`src/rtl/core/fccm_pkg.sv`:
```
`timescale 1ns / 1ps
package fccm_pkg;

	localparam int FAT_TABLE_BYTES_DEF = 131072;
	localparam int SECTOR_BYTES_DEF    = 512;
	localparam int RESULT_DEPTH        = 4;

	localparam int CFG_INDEX_W = 3;
	localparam int CFG_DATA_W  = 32;

	localparam logic [31:0] FAT12_LIMIT     = 32'd4085;
	localparam logic [31:0] FAT16_LIMIT     = 32'd65525;
	localparam logic [15:0] FAT12_MASK      = 16'h0FFF;
	localparam logic [15:0] FAT12_END       = 16'h0FF8;
	localparam logic [15:0] FAT16_END       = 16'hFFF8;
	localparam int          DIR_ENTRY_BYTES = 32;

	// register defaults after reset
	localparam logic [27:0] PARTITION_OFFSET_RST    = 28'd0;
	localparam logic [15:0] RESERVED_SECTORS_RST    = 16'd1;
	localparam logic [2:0]  FAT_COPIES_RST          = 3'd2;
	localparam logic [8:0]  SECTORS_PER_FAT_RST     = 9'd9;
	localparam logic [15:0] ROOT_ENTRIES_RST        = 16'd224;
	localparam logic [31:0] TOTAL_SECTORS_RST       = 32'd2880;
	localparam logic [7:0]  SECTORS_PER_CLUSTER_RST = 8'd1;

	typedef enum logic [CFG_INDEX_W-1:0] {
		REG_PARTITION_OFFSET    = 3'd0,
		REG_RESERVED_SECTORS    = 3'd1,
		REG_FAT_COPIES          = 3'd2,
		REG_SECTORS_PER_FAT     = 3'd3,
		REG_ROOT_ENTRIES        = 3'd4,
		REG_TOTAL_SECTORS       = 3'd5,
		REG_SECTORS_PER_CLUSTER = 3'd6
	} cfg_reg_t;

	typedef enum logic [1:0] {
		ST_DATA        = 2'd0,
		ST_END         = 2'd1,
		ST_FAT32       = 2'd2,
		ST_LOW_CLUSTER = 2'd3
	} status_t;

	typedef struct packed {
		logic [31:0] data_start;
		logic [7:0]  spc;
		logic        is12;
		logic        is32;
	} geom_t;

	typedef struct packed {
		logic [31:0] sector_lba;
		logic [15:0] next_cluster;
		status_t     status;
	} result_t;

endpackage

```
`src/rtl/core/fccm_result_fifo.sv`:
```
`timescale 1ns / 1ps
module fccm_result_fifo #(
	parameter int DEPTH = fccm_pkg::RESULT_DEPTH
) (
	input  logic                       clk,
	input  logic                       arst_n,
	input  logic                       push,
	input  fccm_pkg::result_t          push_data,
	input  logic                       pop,
	output logic                       head_valid,
	output fccm_pkg::result_t          head,
	output logic [$clog2(DEPTH+1)-1:0] count
);

	localparam int PW = $clog2(DEPTH);
	localparam int CW = $clog2(DEPTH + 1);

	fccm_pkg::result_t entry_q [DEPTH];
	logic [PW-1:0]     wr_ptr_q;
	logic [PW-1:0]     rd_ptr_q;
	logic [CW-1:0]     count_q;
	logic              do_pop;

	assign do_pop = pop && (count_q != '0);

	always_ff @(posedge clk or negedge arst_n) begin
		if (!arst_n) begin
			wr_ptr_q <= '0;
			rd_ptr_q <= '0;
			count_q  <= '0;
		end else begin
			if (push) begin
				wr_ptr_q <= (wr_ptr_q == PW'(DEPTH - 1)) ? '0 : wr_ptr_q + PW'(1);
			end
			if (do_pop) begin
				rd_ptr_q <= (rd_ptr_q == PW'(DEPTH - 1)) ? '0 : rd_ptr_q + PW'(1);
			end
			count_q <= count_q + CW'(push) - CW'(do_pop);
		end
	end

	always_ff @(posedge clk) begin
		if (push) begin
			entry_q[wr_ptr_q] <= push_data;
		end
	end

	assign head_valid = count_q != '0;
	assign head       = entry_q[rd_ptr_q];
	assign count      = count_q;

endmodule

```
`config.mk`:
```
export PLATFORM = sky130hd
export DESIGN_NAME = fccm_result_fifo
export DESIGN_NICKNAME = d
export VERILOG_FILES = /design/src/rtl/core/fccm_pkg.sv /design/src/rtl/core/fccm_result_fifo.sv
export SDC_FILE = /design/constraint.sdc
export NUM_CORES = 1
export LEC_CHECK = 0
export BUFFER_PORTS_ARGS = -buffer_cell sky130_fd_sc_hd__buf_2
export CORE_MARGIN = 5
export CORE_UTILIZATION = 47
export CTS_CLUSTER_DIAMETER = 60
export DETAILED_ROUTE_END_ITERATION = 12
export GPL_TIMING_DRIVEN = 1
export HOLD_SLACK_MARGIN = 0.15
export PLACE_DENSITY = 0.67
export SLEW_MARGIN = 20
export SYNTH_ARGS = -nofsm -noshare
export SYNTH_HDL_FRONTEND = slang
export SYNTH_SLANG_ARGS = --single-unit
```
`constraint.sdc`:
```
create_clock -name clk -period 5.11 [get_ports clk]
set_clock_uncertainty 0.05 [all_clocks]
set_input_delay 0.7665 -clock clk [delete_from_list [all_inputs] [get_ports clk]]
set_output_delay 0.7665 -clock clk [all_outputs]
set_load 0.02 [all_outputs]
```
==> out/qor.yml, run 1 <==
outcome:
  status: "completed"
timing:
  layout_min_cycle_time_ns: 3.137
  final.setup.tns_ns: 0
  finalCritPeriodShare_pct: 61.38
  hold_viol_final: 0
  max_freq_mhz: 318.8
  setup-violations-final: 0
  drv_slew: 0
  slew_headroom_pct: 48.74
  rsz0062_at_grt: "no"
  tightest_slew_ns: 0.7690
synthesis:
  netlist_instances: 299
  synth_seq_cells: 207
  syn_nets: 361
  synth_top_area_share_pct: 78.06
  synth_cell_types: 20
  yosys-top-cells-area: "edfxtp_1, mux4_2, dfrtp_1, buf_12, ha_1"
  yosysWarnings: 0
  yosysSeqAreaShare_pct: 80.34
  syn_area_per_cell_um2: 25.73
  syn_area_um2: 7694
  synth_top_area_cell: "edfxtp_1"
routing:
  first_pass_iters: 4
  routedWlPerCell_um: 20.25
  via_per_inst: 5.228
  drt-total-wl_um: 13220
  vias: 3414
  ant_nets: 0
  drc: 0
  drt_iter0_drc: 182
grt:
  overflow: 0
  track_usage_pct: 14.23
  grt_antenna_before_repair: 1
  grt_pass1_wl_um: 20490
  grt_pass1_vias: 3755
  grt_max_degree: 54
clock_tree:
  cts_buffers: 21
  worstSkewPairLatency_ns: 0.47
  htree_levels: 1
  cts_tree: "done"
  root_buffer: "clkbuf_16"
  cts_setup_buffers: 0
  clk_pin_slew_worst_paths_ns: 0.06
  cts_sinks: 207
  cts_buffer_depth: 3
layout:
  final_cell_mix: "edfxtp_1, buf_2, mux4_2"
  fin_area_um2: 9017
  multi_input_area_um2: 1351
  area_growth_pct: 17.21
  final_core_util_pct: 56.36
  drive_gt1_share_pct: 43.81
  final_common_cell: "edfxtp_1"
  nFillCells: 1262
  seq_area_um2: 6186
  nNetsFinal: 486
worst_hold_path:
  min_path_type: "in2reg"
  min_to: "entry_q[3][1]"
  hold_depth: 1
  min_from: "push_data[1]"
worst_setup_path:
  path_class: "reg2out"
  setup.worst_path.end_class: "primary output"
  reg2reg_depth: 9
  rr_startpoint: "count[1]"
  timing.rr.end: "count[2]"
  reg2reg_slack_ns: 2.71
  cp_max_fo: 28
  critPathArrivalTime_ns: 2.32
  critical_path_required_ns: 4.29
  critPathLaunchType: "flip-flop"
power:
  leakage_nw: 3.110
  power_density_nw_per_um2: 577.6
  total_power_mw: 5.208
  vdd_ir_drop_max_mv: 0.3236
place:
  gp_congestion: 0.6717
  dp_hpwl_um: 7774
  port-buffer-count: 107
  place_area_um2: 8407
floorplan:
  core-area_um2: 16000
  die_area_um2: 19030
  io_pins: 108
  die-height_um: 137.9
  start_util_pct: 48.08
  rows: 46
  die_w_um: 137.9
flow_run:
  max-cap-violations: 0
## Yosys cell counts, drive strengths merged
library cell and number:
o31ai 1, clkbuf 1, buf 11, fa 1, or3b 1, or3 1
ha 7, and2 4, inv 7, edfxtp 200, xnor2 2, dfrtp 7
mux4 50, o21ai 2, nand2 1, mux2 2, nor2 1
## through the flow
step / setup slack, ns / hold slack, ns / std cells
6_report: 1.973 / 0.4585 / 653
5_1_grt: 1.817 / 0.4416 / 652
4_1_cts: 1.755 / 0.4389 / 651
3_5_place_dp: 2.273 / 0.5426 / 615
3_3_place_gp: 2.257 / 0.5140 / 615
2_1_floorplan: 2.686 / 0.4209 / 299
## how the worst max path moves through the flow
stage	cells after the start	startpoint	slack, ns	end
6_report	3	rd_ptr_q[0]	1.97	head[28]
5_1_grt	3	rd_ptr_q[0]	1.82	head[11]
4_1_cts	2	rd_ptr_q[0]	1.75	head[48]
3_5_place_dp	2	rd_ptr_q[0]	2.27	head[29]
3_3_place_gp	2	rd_ptr_q[0]	2.26	head[48]
2_1_floorplan	1	push	2.69	entry_q[0][0]
## layout make-up
class / instances / share of cell area, %
Timing Repair Buffer: 114 / 6.688
Sequential cell: 207 / 68.60
Antenna cell: 1 / 0.02775
Inverter: 7 / 0.2914
Multi-Input combinational cell: 73 / 14.99
Tap cell: 216 / 2.997
Clock buffer: 31 / 6.244
Clock inverter: 4 / 0.1665
## registers in the layout (all words and copies together) (netlist names)
signal	flops
entry_q	200
wr_ptr_q	2
rd_ptr_q	2
count	3
## routing by layer
layer | share of wire, % | routed length (µm) | global-route usage (%)
met5 | 0.083 | 11 | 0
met4 | 1.7 | 226 | 3.568
met3 | 7.7 | 1024 | 4.427
met2 | 49 | 6543 | 23.45
met1 | 41 | 5417 | 18.71
## where the power goes
group	switching [mW]	total, mW	leakage (nW)	internal (mW)
clock network	0.554	1.31	0.277	0.755
registers	0.162	2.35	1.92	2.19
logic	0.881	1.55	0.915	0.671
## critical path: stages, from the launching register on
cell	delay, ns
dfrtp_4	0.76
buf_12	0.32
mux4_2	0.57
buf_2	0.18
## cell families (layout without fill, tap and decap cells)
kind of cell,Yosys count,count (layout),share of synthesized area (%)
AOI/OAI and AO/OA,3,3,0.2277
xor gates and xnor gates,2,2,0.2277
adders and majority gates,8,8,1.399
buffers and inverters,19,156,2.163
DFF,207,207,80.34
muxes,52,52,15.03
other,0,1,0
and+or+nand+nor,8,8,0.6179
## what timing repair did
| action | CTS | global route |
|---|---|---|
| resized for setup | 0 | 0 |
| endpoints found under the hold margin | 7 | 0 |
| endpoints found under the setup margin | 0 | 0 |
| hold buffers | 1 | 0 |
(Power assumes the default switching activity.)
==> run 2: changes to the inputs <==
--- a/config.mk
+++ b/config.mk
@@ -12,7 +12,7 @@
 export DETAILED_ROUTE_END_ITERATION = 12
 export GPL_TIMING_DRIVEN = 1
 export HOLD_SLACK_MARGIN = 0.15
-export PLACE_DENSITY = 0.67
+export PLACE_DENSITY = 0.7
 export SLEW_MARGIN = 20
 export SYNTH_ARGS = -nofsm -noshare
 export SYNTH_HDL_FRONTEND = slang
==> constraint.sdc (replaced) <==
create_clock -name clk -period 2.5 [get_ports clk]
set_clock_uncertainty 0.05 [all_clocks]
set_input_delay 0.375 -clock clk [delete_from_list [all_inputs] [get_ports clk]]
set_output_delay 0.375 -clock clk [all_outputs]
set_load 0.02 [all_outputs]
==> out/qor.yml, run 2 (synthesized netlist as in run 1, its figures left out) <==
outcome:
  status: "completed"
timing:
  setup-violations-final: 0
  whs_ns: 0.1956
  tightest_slew_ns: 0.5305
  finalCritPeriodShare_pct: 95.66
  layout_setup_ws_ns: 0.1086
  layout_min_cycle_time_ns: 2.391
  rsz0062_at_grt: "no"
  slew_headroom_pct: 64.64
  drv_slew: 0
  max_freq_mhz: 418.2
  hold_viol_final: 0
  final.setup.tns_ns: 0
floorplan:
  start_util_pct: 48.08
  core-area_um2: 16000
  io_pins: 108
  rows: 46
  die_w_um: 137.9
  die-height_um: 137.9
  die_area_um2: 19030
place:
  dp_hpwl_um: 8504
  placedCellCount: 626
  place_area_um2: 8564
  gp_congestion: 0.6988
  port-buffer-count: 107
  dp_slack_ns: 0.2140
layout:
  final_cell_mix: "edfxtp_1, buf_2, dlygate4sd3_1"
  final_common_cell: "edfxtp_1"
  drive_gt1_share_pct: 41.78
  layoutNonFillerInstCount: 721
  top_register: "entry_q"
  final_core_util_pct: 60.92
  area_growth_pct: 26.70
  antenna_cells: 0
  nNetsFinal: 552
  fin_area_um2: 9748
  largest_reg_flops: 200
routing:
  drt_iter0_drc: 189
  drt-total-wl_um: 14340
  first_pass_iters: 4
  vias: 3728
  drc: 0
  ant_nets: 0
  routedWlPerCell_um: 19.89
  via_per_inst: 5.171
power:
  total_power_mw: 11.09
  vdd_ir_drop_max_mv: 0.7397
  power_density_nw_per_um2: 1138
  leakage_nw: 3.438
worst_setup_path:
  critPathArrivalTime_ns: 1.97
  cp_max_fo: 10
  critical_path_required_ns: 2.08
  crit_chain: "buf_12 > buf_8 > mux4_2 > buf_2"
  reg2reg_depth: 9
  path_class: "reg2out"
  setup.worst_path.end_class: "primary output"
  slowest_delay_ns: 0.54
  critPathLaunchType: "flip-flop"
  crit_path_top_delay_cell: "mux4_2"
clock_tree:
  clk_pin_slew_worst_paths_ns: 0.06
  root_buffer: "clkbuf_16"
  cts_buffer_depth: 3
  cts_tree: "done"
  cts_sinks: 207
  htree_levels: 1
  worstSkewPairLatency_ns: 0.49
  cts_buffers: 21
grt:
  track_usage_pct: 15.47
  grt_pass1_vias: 3974
  grt_pass1_wl_um: 22070
  overflow: 0
  grt_max_degree: 35
  grt_antenna_before_repair: 0
flow_run:
  max-cap-violations: 0
worst_hold_path:
  min_path_type: "in2async"
run 2: cell types whose count changed in the layout (fill, tap and decap cells not counted), sizes merged:
cell and change:
inv +1, clkinv +5, clkbuf -4, dlygate4sd3 +51, buf +15, diode -1
clkinvlp +1
run 2: final cells by class:
class                      instances  area, µm²
fill                            1185       6252
sequential                       207       6186
multi-input combinational         73       1351
timing repair buffer             180       1309
clock buffer                      27      548.0
tap                              216      270.3
clock inverter                    11      57.56
inverter                           7      26.28
run 2: final timing paths:
check	startpoint	to	slack (ns)
max in group asynchronous	arst_n	rd_ptr_q[0]	2.03
hold reg to reg	count[1]	count[2]	0.53
setup reg to reg	count[1]	count[2]	0.23
min in group clk	pop	rd_ptr_q[0]	0.34
hold / removal	arst_n	rd_ptr_q[0]	0.20
setup / recovery	rd_ptr_q[0]	head[15]	0.11
run 2: where the power goes:
group	internal (mW)	switching [mW]
Sequential	4.46	0.180
Combinational	1.65	2.05
Clock	1.55	1.19
Total	7.67	3.42
run 2: metal layers:
layer / vias to the layer above / GRT usage [%] / share of wire [%]
met3: 28 / 3.447 / 6.1
met5: - / 0 / 0
li1: 1653 / - / -
met1: 1925 / 20.70 / 41
met4: 0 / 3.952 / 2.3
met2: 122 / 26.08 / 51
run 2: what timing repair did:
action	CTS	global route
setup buffers	5	0
hold buffers	52	0
hold endpoints to repair	209	0
setup endpoints to repair	36	0
gates resized for setup	0	0
run 2: worst max-delay path, delay by kind of cell (launching register included):
| kind | cells | cell delay (ns) |
|---|---|---|
| buf+inv | 3 | 0.50 |
| flops | 1 | 0.42 |
| mux | 1 | 0.54 |
