## config.mk

```make
export PLATFORM = sky130hd
export DESIGN_NAME = fccm_geometry
export DESIGN_NICKNAME = d
export VERILOG_FILES = /design/src/rtl/core/fccm_pkg.sv /design/src/rtl/core/fccm_geometry.sv
export SDC_FILE = /design/constraint.sdc
export NUM_CORES = 1
export LEC_CHECK = 0
export BUFFER_PORTS_ARGS = -buffer_cell sky130_fd_sc_hd__buf_4
export CAP_MARGIN = 20
export CORE_MARGIN = 5
export CORE_UTILIZATION = 40
export CTS_BUF_LIST = sky130_fd_sc_hd__clkbuf_8
export DETAILED_ROUTE_END_ITERATION = 8
export GPL_TIMING_DRIVEN = 0
export PLACE_DENSITY = 0.64
export SLEW_MARGIN = 25
export SYNTH_ARGS = -nofsm -noshare
export SYNTH_HDL_FRONTEND = slang
export SYNTH_SLANG_ARGS = --single-unit
```

## constraint.sdc

```tcl
create_clock -name clk -period 3.8 [get_ports clk]
set_clock_uncertainty 0.15 [all_clocks]
set_input_delay 0.38 -clock clk [delete_from_list [all_inputs] [get_ports clk]]
set_output_delay 0.38 -clock clk [all_outputs]
set_load 0.005 [all_outputs]
```

## src/rtl/core/fccm_pkg.sv

```systemverilog
`timescale 1ns / 1ps
package fccm_pkg;

	localparam int FAT_TABLE_BYTES_DEF = 131072;
	localparam int SECTOR_BYTES_DEF    = 512;
	localparam int RESULT_DEPTH        = 4;

	localparam int CFG_INDEX_W = 3;
	localparam int CFG_DATA_W  = 32;

	localparam logic [31:0] FAT12_LIMIT     = 32'd4085;
	localparam logic [31:0] FAT16_LIMIT     = 32'd65525;
	localparam logic [15:0] FAT12_MASK      = 16'h0FFF;
	localparam logic [15:0] FAT12_END       = 16'h0FF8;
	localparam logic [15:0] FAT16_END       = 16'hFFF8;
	localparam int          DIR_ENTRY_BYTES = 32;

	// register defaults after reset
	localparam logic [27:0] PARTITION_OFFSET_RST    = 28'd0;
	localparam logic [15:0] RESERVED_SECTORS_RST    = 16'd1;
	localparam logic [2:0]  FAT_COPIES_RST          = 3'd2;
	localparam logic [8:0]  SECTORS_PER_FAT_RST     = 9'd9;
	localparam logic [15:0] ROOT_ENTRIES_RST        = 16'd224;
	localparam logic [31:0] TOTAL_SECTORS_RST       = 32'd2880;
	localparam logic [7:0]  SECTORS_PER_CLUSTER_RST = 8'd1;

	typedef enum logic [CFG_INDEX_W-1:0] {
		REG_PARTITION_OFFSET    = 3'd0,
		REG_RESERVED_SECTORS    = 3'd1,
		REG_FAT_COPIES          = 3'd2,
		REG_SECTORS_PER_FAT     = 3'd3,
		REG_ROOT_ENTRIES        = 3'd4,
		REG_TOTAL_SECTORS       = 3'd5,
		REG_SECTORS_PER_CLUSTER = 3'd6
	} cfg_reg_t;

	typedef enum logic [1:0] {
		ST_DATA        = 2'd0,
		ST_END         = 2'd1,
		ST_FAT32       = 2'd2,
		ST_LOW_CLUSTER = 2'd3
	} status_t;

	typedef struct packed {
		logic [31:0] data_start;
		logic [7:0]  spc;
		logic        is12;
		logic        is32;
	} geom_t;

	typedef struct packed {
		logic [31:0] sector_lba;
		logic [15:0] next_cluster;
		status_t     status;
	} result_t;

endpackage

```

## src/rtl/core/fccm_geometry.sv

```systemverilog
`timescale 1ns / 1ps
module fccm_geometry #(
	parameter int SECTOR_BYTES = fccm_pkg::SECTOR_BYTES_DEF
) (
	input  logic                             clk,
	input  logic                             arst_n,
	input  logic                             cfg_we,
	input  logic [fccm_pkg::CFG_INDEX_W-1:0] cfg_index,
	input  logic [fccm_pkg::CFG_DATA_W-1:0]  cfg_data,
	output fccm_pkg::geom_t                  geom
);

	localparam int SB_LOG   = $clog2(SECTOR_BYTES);
	localparam int NUM_W    = 22;
	localparam int RS_SHIFT = NUM_W + SB_LOG;
	localparam int MULT_W   = 23;
	localparam int ROOT_W   = MULT_W - SB_LOG;
	localparam longint unsigned RS_MULT =
		((64'd1 << RS_SHIFT) + SECTOR_BYTES - 1) / SECTOR_BYTES;

	localparam int RST_FAT_START = int'(fccm_pkg::PARTITION_OFFSET_RST)
		+ int'(fccm_pkg::RESERVED_SECTORS_RST);
	localparam int RST_FAT_AREA = int'(fccm_pkg::FAT_COPIES_RST)
		* int'(fccm_pkg::SECTORS_PER_FAT_RST);
	localparam int RST_ROOT_SIZE = (int'(fccm_pkg::ROOT_ENTRIES_RST)
		* fccm_pkg::DIR_ENTRY_BYTES + SECTOR_BYTES - 1) / SECTOR_BYTES;
	localparam int RST_DATA_START = RST_FAT_START + RST_FAT_AREA + RST_ROOT_SIZE;

	logic [27:0] partition_offset_q;
	logic [15:0] reserved_sectors_q;
	logic [2:0]  fat_copies_q;
	logic [8:0]  sectors_per_fat_q;
	logic [15:0] root_entries_q;
	logic [31:0] total_sectors_q;
	logic [7:0]  sectors_per_cluster_q;

	logic [31:0]         fat_start_q;
	logic [11:0]         fat_area_q;
	logic [ROOT_W-1:0]   root_size_q;
	logic                is12_q;
	logic                is32_q;
	logic [31:0]         data_start_q;

	logic [NUM_W-1:0]        root_bytes;
	logic [NUM_W+MULT_W-1:0] root_prod;

	always_ff @(posedge clk or negedge arst_n) begin
		if (!arst_n) begin
			partition_offset_q    <= fccm_pkg::PARTITION_OFFSET_RST;
			reserved_sectors_q    <= fccm_pkg::RESERVED_SECTORS_RST;
			fat_copies_q          <= fccm_pkg::FAT_COPIES_RST;
			sectors_per_fat_q     <= fccm_pkg::SECTORS_PER_FAT_RST;
			root_entries_q        <= fccm_pkg::ROOT_ENTRIES_RST;
			total_sectors_q       <= fccm_pkg::TOTAL_SECTORS_RST;
			sectors_per_cluster_q <= fccm_pkg::SECTORS_PER_CLUSTER_RST;
		end else if (cfg_we) begin
			unique case (fccm_pkg::cfg_reg_t'(cfg_index))
				fccm_pkg::REG_PARTITION_OFFSET:    partition_offset_q <= cfg_data[27:0];
				fccm_pkg::REG_RESERVED_SECTORS:    reserved_sectors_q <= cfg_data[15:0];
				fccm_pkg::REG_FAT_COPIES:          fat_copies_q <= cfg_data[2:0];
				fccm_pkg::REG_SECTORS_PER_FAT:     sectors_per_fat_q <= cfg_data[8:0];
				fccm_pkg::REG_ROOT_ENTRIES:        root_entries_q <= cfg_data[15:0];
				fccm_pkg::REG_TOTAL_SECTORS:       total_sectors_q <= cfg_data;
				fccm_pkg::REG_SECTORS_PER_CLUSTER: sectors_per_cluster_q <= cfg_data[7:0];
				default: ;
			endcase
		end
	end

	// ceil(entries * 32 / sector size) by reciprocal multiply; exact over the 22-bit range
	assign root_bytes = {1'b0, root_entries_q, 5'b0} + NUM_W'(SECTOR_BYTES - 1);
	assign root_prod  = {{MULT_W{1'b0}}, root_bytes} * (NUM_W+MULT_W)'(RS_MULT);

	always_ff @(posedge clk or negedge arst_n) begin
		if (!arst_n) begin
			fat_start_q  <= 32'(RST_FAT_START);
			fat_area_q   <= 12'(RST_FAT_AREA);
			root_size_q  <= ROOT_W'(RST_ROOT_SIZE);
			is12_q       <= 1'b1;
			is32_q       <= 1'b0;
			data_start_q <= 32'(RST_DATA_START);
		end else begin
			fat_start_q  <= 32'(partition_offset_q) + 32'(reserved_sectors_q);
			fat_area_q   <= 12'(fat_copies_q) * 12'(sectors_per_fat_q);
			root_size_q  <= root_prod[RS_SHIFT +: ROOT_W];
			is12_q       <= total_sectors_q < fccm_pkg::FAT12_LIMIT;
			is32_q       <= total_sectors_q >= fccm_pkg::FAT16_LIMIT;
			data_start_q <= fat_start_q + 32'(fat_area_q) + 32'(root_size_q);
		end
	end

	assign geom.data_start = data_start_q;
	assign geom.spc        = sectors_per_cluster_q;
	assign geom.is12       = is12_q;
	assign geom.is32       = is32_q;

endmodule

```

==> results.md <==
Outcome:
- The run finished, with violations left.
- The final reports fail on negative setup slack.

STA:
- The total negative slack for setup checks is -0.01088 ns.
- Setup slack on the critical path of the routed design comes to -0.005612 ns.
- Measured against its own limit, the worst slew margin works out to 52.99%.
- The final hold violation count is 0.
- The maximum clock rate is 0.2628 GHz.
- The worst path uses 100.1% of the clock period.
- The smallest clock period supported by the final layout is computed as 3.806 ns.
- The final setup violation count is 2.
- Setup repair after global routing could not meet its margin everywhere.
- For the pin with the worst max-slew slack, the measured transition is 0.7051 ns.
- The number of max-slew violations in the final report is 0.

Critical path:
- The required time of the critical path is 4.05 ns.
- The library cell contributing the largest single delay on the critical path is dfrtp_1.
- Of all nets on the critical path, the largest fanout is 3.
- The critical path runs through a total of 15 cells.
- The delay of the slowest critical-path stage is 0.41 ns.
- The arrival time reported for the critical path endpoint is 4.05 ns.
- The register-to-register setup slack is -0.006 ns.
- The signal on the critical path passes through ha_4 > fa_2 > a211oi_4 > o211ai_2 > a41oi_2 > xnor2_1 > ha_2 > nor2_2 > a311oi_2 > a31oi_2 > a211oi_2 > and2b_2 > nand2_2 > nor2_2 > xor2_1.
- The worst setup path is of the flip-flop to flip-flop kind.
- The sort of element at the start of the critical path is a flip-flop.
- The critical path contains buffers and inverters numbering 0 combined.
- The startpoint of the lowest-slack register-to-register path is fat_area_q[0]$_DFF_PN0_.
- The endpoint class of the critical path is a flip-flop.
- The capture point of the worst reg-to-reg path is data_start_q[21]$_DFF_PN0_.
- The end point of the critical path is data_start_q[21]$_DFF_PN0_.
- The first element of the critical path is fat_area_q[0]$_DFF_PN0_.
- Counting cells, the worst reg-to-reg path comes to 15.
- In this design, the critical path's most frequently occurring cell is nor2_2.
- Among cell families on the critical path, the largest total delay comes from compound AO/OA/AOI/OAI gates.

Clock tree:
- The root buffer cell chosen for the clock tree is clkbuf_8.
- TritonCTS built the clock tree.
- The latest clock arrival within the worst-skew pair is 0.48 ns.
- The CTS sink count is 199.
- The clock tree synthesis step divided the H-tree into 4 levels.
- Counting the buffers created by CTS gives 17.
- No sink is reached through more buffers than the 2 on the longest clock path.
- The register clock-pin slew on the reported worst setup and hold paths is 0.10 ns.

Yosys:
- Yosys attributes the largest share of cell area to dfrtp_1 (44%), mux2_2 (12%), ha_1 (6.6%), xnor2_1 (5.6%), dfstp_2 (5.5%).
- The number of flip-flops and latches in the synthesized netlist is 199.
- The most used flip-flop cell after synthesis is dfrtp_1.
- Sorting the synthesized cells by how often they occur yields dfrtp_1 (178), mux2_2 (106), nand2_1 (64), xnor2_1 (64), ha_1 (53).
- Each instance of the synthesized netlist takes up on average 11.78 um^2.
- Summing the sequential cell areas from Yosys gives 49.65% of the chip area.
- The post-synthesis cell type with the largest combined area is dfrtp_1.
- The Yosys step of the flow raised 0 warnings.
- The fraction of post-synthesis cell area in the top cell type by area is 44.17%.
- The count of flip-flops with a built-in enable after synthesis is 0.
- The most frequent cell after synthesis is dfrtp_1.
- The async set-or-reset flop fraction in the synthesized netlist is 100.0%.
- The cell count after synthesis is 856.
- The synthesized cell area is 10080 um^2.
- The netlist uses 65 different library cells.

Power and ir drop:
- Across the VDD grid, the largest voltage drop is 0.0003647 V.
- In this run, the combinational gates consume 52.5% of the power.
- Sequential cells account for 32.7% of the total power.
- The power spent charging and discharging nets is 3.681 mW.
- The internal cell power is 6.042 mW.
- The total power per unit cell area is 805.8 nW/um^2.
- The total power is 9.723 mW.
- The portion of total power attributed to the clock network is 14.7%.
- For this design the static power due to leakage is 5.273 nW.
- Net switching is 37.86% of the power.

Floorplan:
- The total I/O pin count is 80.
- The area inside the core boundary is 25040 um^2.
- The initialized floorplan defines 58 standard-cell rows.
- From bottom edge to top edge, the die measures 168.8 um.
- From left edge to right edge, the die measures 168.8 um.
- For this configuration, the core starts out at a cell density of 40.27%.
- The floorplan step defined a die boundary enclosing 28480 um^2.

Detailed routing:
- The total wire length after detailed routing is 19870 um.
- The total number of vias is 6517.
- In the routed layout, each cell is associated on average with a via count of 4.889.
- For this run, design rule violations remaining after detail routing come to 0.
- The detailed-router iteration count before antenna repair is 4.
- The number of violations reported at the end of detailed-routing iteration 0 is 228.
- After detailed routing, the average wire length per cell comes to 14.91 um.
- The count of antenna-violating nets left after detailed routing is 0.

Global routing:
- The pin count of the biggest net entering global routing is 85.
- The first-pass GRT wire length is 33820 um.
- The initial antenna violation count is 0.
- The via count of the first global-routing pass was 6846.
- The final global-route overflow total is 0.
- Global routing used 14.59% of the available tracks across all layers.

Place:
- In this run the tool buffered the top-level ports with 76 buffer cells.
- The number of placed instances, taps included, is 1266.
- The total placed instance area is 11150 um^2.
- The global placement routability congestion is 0.8002.
- The wire-length estimate of the detail-placed layout is 14840 um.

Layout:
- Cells fill 48.19% of the core in the end.
- The share of post-route cells with drive strength above 1 is 31.51%.
- After the flow finishes, the layout carries non-filler instances totaling 1333.
- For this run, the post-layout net count is 1092.
- The finished cells cover 12070 um^2.
- Counting the fill cells in the layout gives 2264.
- The number of antenna diodes in the final layout is 0.
- Summing all multi-input logic gate instances after layout gives 5065 um^2.
- The register area is 5006 um^2.
- From synthesis to final layout, the design area changed by 19.65%.

Hold path:
- The worst hold path belongs to the class primary input to flip-flop.

Run:
- Max-cap violations in this run came to 0.
## sequential cells by signal (all words and copies together), names as in the netlist, 12 cells and up
| signal | cells |
|---|---|
| fat_start_q | 29 |
| root_entries_q | 16 |
| partition_offset_q | 28 |
| root_size_q | 13 |
| reserved_sectors_q | 16 |
| total_sectors_q | 32 |
| fat_area_q | 12 |
| data_start_q | 31 |
## through the flow
stage	setup WS, ns	hold WS (ns)
2_1_floorplan	0.03152	-0.06559
3_3_place_gp	-0.5683	0.3218
5_1_grt	-0.1660	0.01015
6_report	-0.005612	0.03603
4_1_cts	-0.005220	0.002127
3_5_place_dp	-0.5741	0.2734
## area by class of cell
type / instances / share of cell area, %
multi-input combinational: 607 / 41.98
sequential: 199 / 41.49
timing repair buffer: 115 / 7.923
tap: 330 / 3.422
clock buffer: 17 / 1.939
clock inverter: 15 / 1.576
inverter: 31 / 0.9644
buffer: 19 / 0.7052
## how the worst min path moves through the flow
stage                                  startpoint                                    to  cells past startpoint  slack (ns)
5_1_grt                              cfg_data[15]       total_sectors_q[15]$_DFFE_PN0P_                      2        0.01
3_3_place_gp   partition_offset_q[25]$_DFFE_PN0P_             fat_start_q[25]$_DFF_PN0_                      1        0.32
3_5_place_dp                               arst_n  sectors_per_cluster_q[3]$_DFFE_PN0P_                      1        0.27
6_report                             cfg_data[11]        root_entries_q[11]$_DFFE_PN0P_                      3        0.04
4_1_cts                              cfg_data[11]        root_entries_q[11]$_DFFE_PN0P_                      3       0.002
2_1_floorplan                              arst_n            data_start_q[10]$_DFF_PN0_                      0       -0.07
## power by group through the flow
stage | Clock [mW] | Sequential, mW | Combinational (mW)
finish | 1.43 | 3.18 | 5.11
global route | 1.57 | 3.26 | 5.69
floorplan | 0 | 3.14 | 3.37
global placement | 0 | 3.19 | 4.30
CTS | 1.48 | 3.17 | 4.72
detailed placement | 0 | 3.21 | 4.38
## per-layer routing
layer  part of all wire (%)  up-vias  wire (um)  track usage (%)
li1                       -     3254          -                -
met4                    1.7        0        335            4.587
met1                     49     3158       9820            19.91
met5                      0        -          0                0
met3                    2.0       22        404            2.522
met2                     47       83       9314            23.86
## worst min-delay path: cells and delay by family
kind,cells,cell delay [ns]
simple gates,1,0.06
compound gates,1,0.06
buf+inv,1,0.11
## cell families after synthesis
family	count (synthesis)	share of synthesized area, %
buffers and inverters	51	2.035
flip-flops	199	49.65
multiplexers	106	11.84
AO/OA/AOI/OAI	129	8.475
adder cells (fa/ha/maj)	64	8.760
XOR/XNOR	93	8.152
AND/OR/NAND/NOR	213	11.06
other	1	0.03719
## placed cells by master (no fill, tap or decap), types with 9 or more instances in the layout
cell type	Yosys	routed
nor3_1	11	9
dfrtp_1	178	178
a21o_1	11	11
inv_1	31	31
nand3_1	14	12
clkbuf_8	0	17
xnor2_1	64	64
and2_1	19	19
nand2_1	64	63
mux2_2	106	106
ha_1	53	47
a21oi_2	4	9
a21oi_1	37	32
clkbuf_1	15	14
fa_1	11	10
o21ai_0	28	23
dfstp_2	21	21
dlygate4sd3_1	0	18
xor2_1	28	28
nor2_1	42	40
buf_4	3	97
nand2b_1	10	10
## repair_timing
action / CTS / global route
hold buffers: 18 / 0
pin swaps: 14 / 26
setup endpoints to repair: 15 / 15
hold endpoints to repair: 102 / 0
gates resized for setup: 23 / 23
buffers inserted: 8 / 10
(Power assumes the default switching activity.)
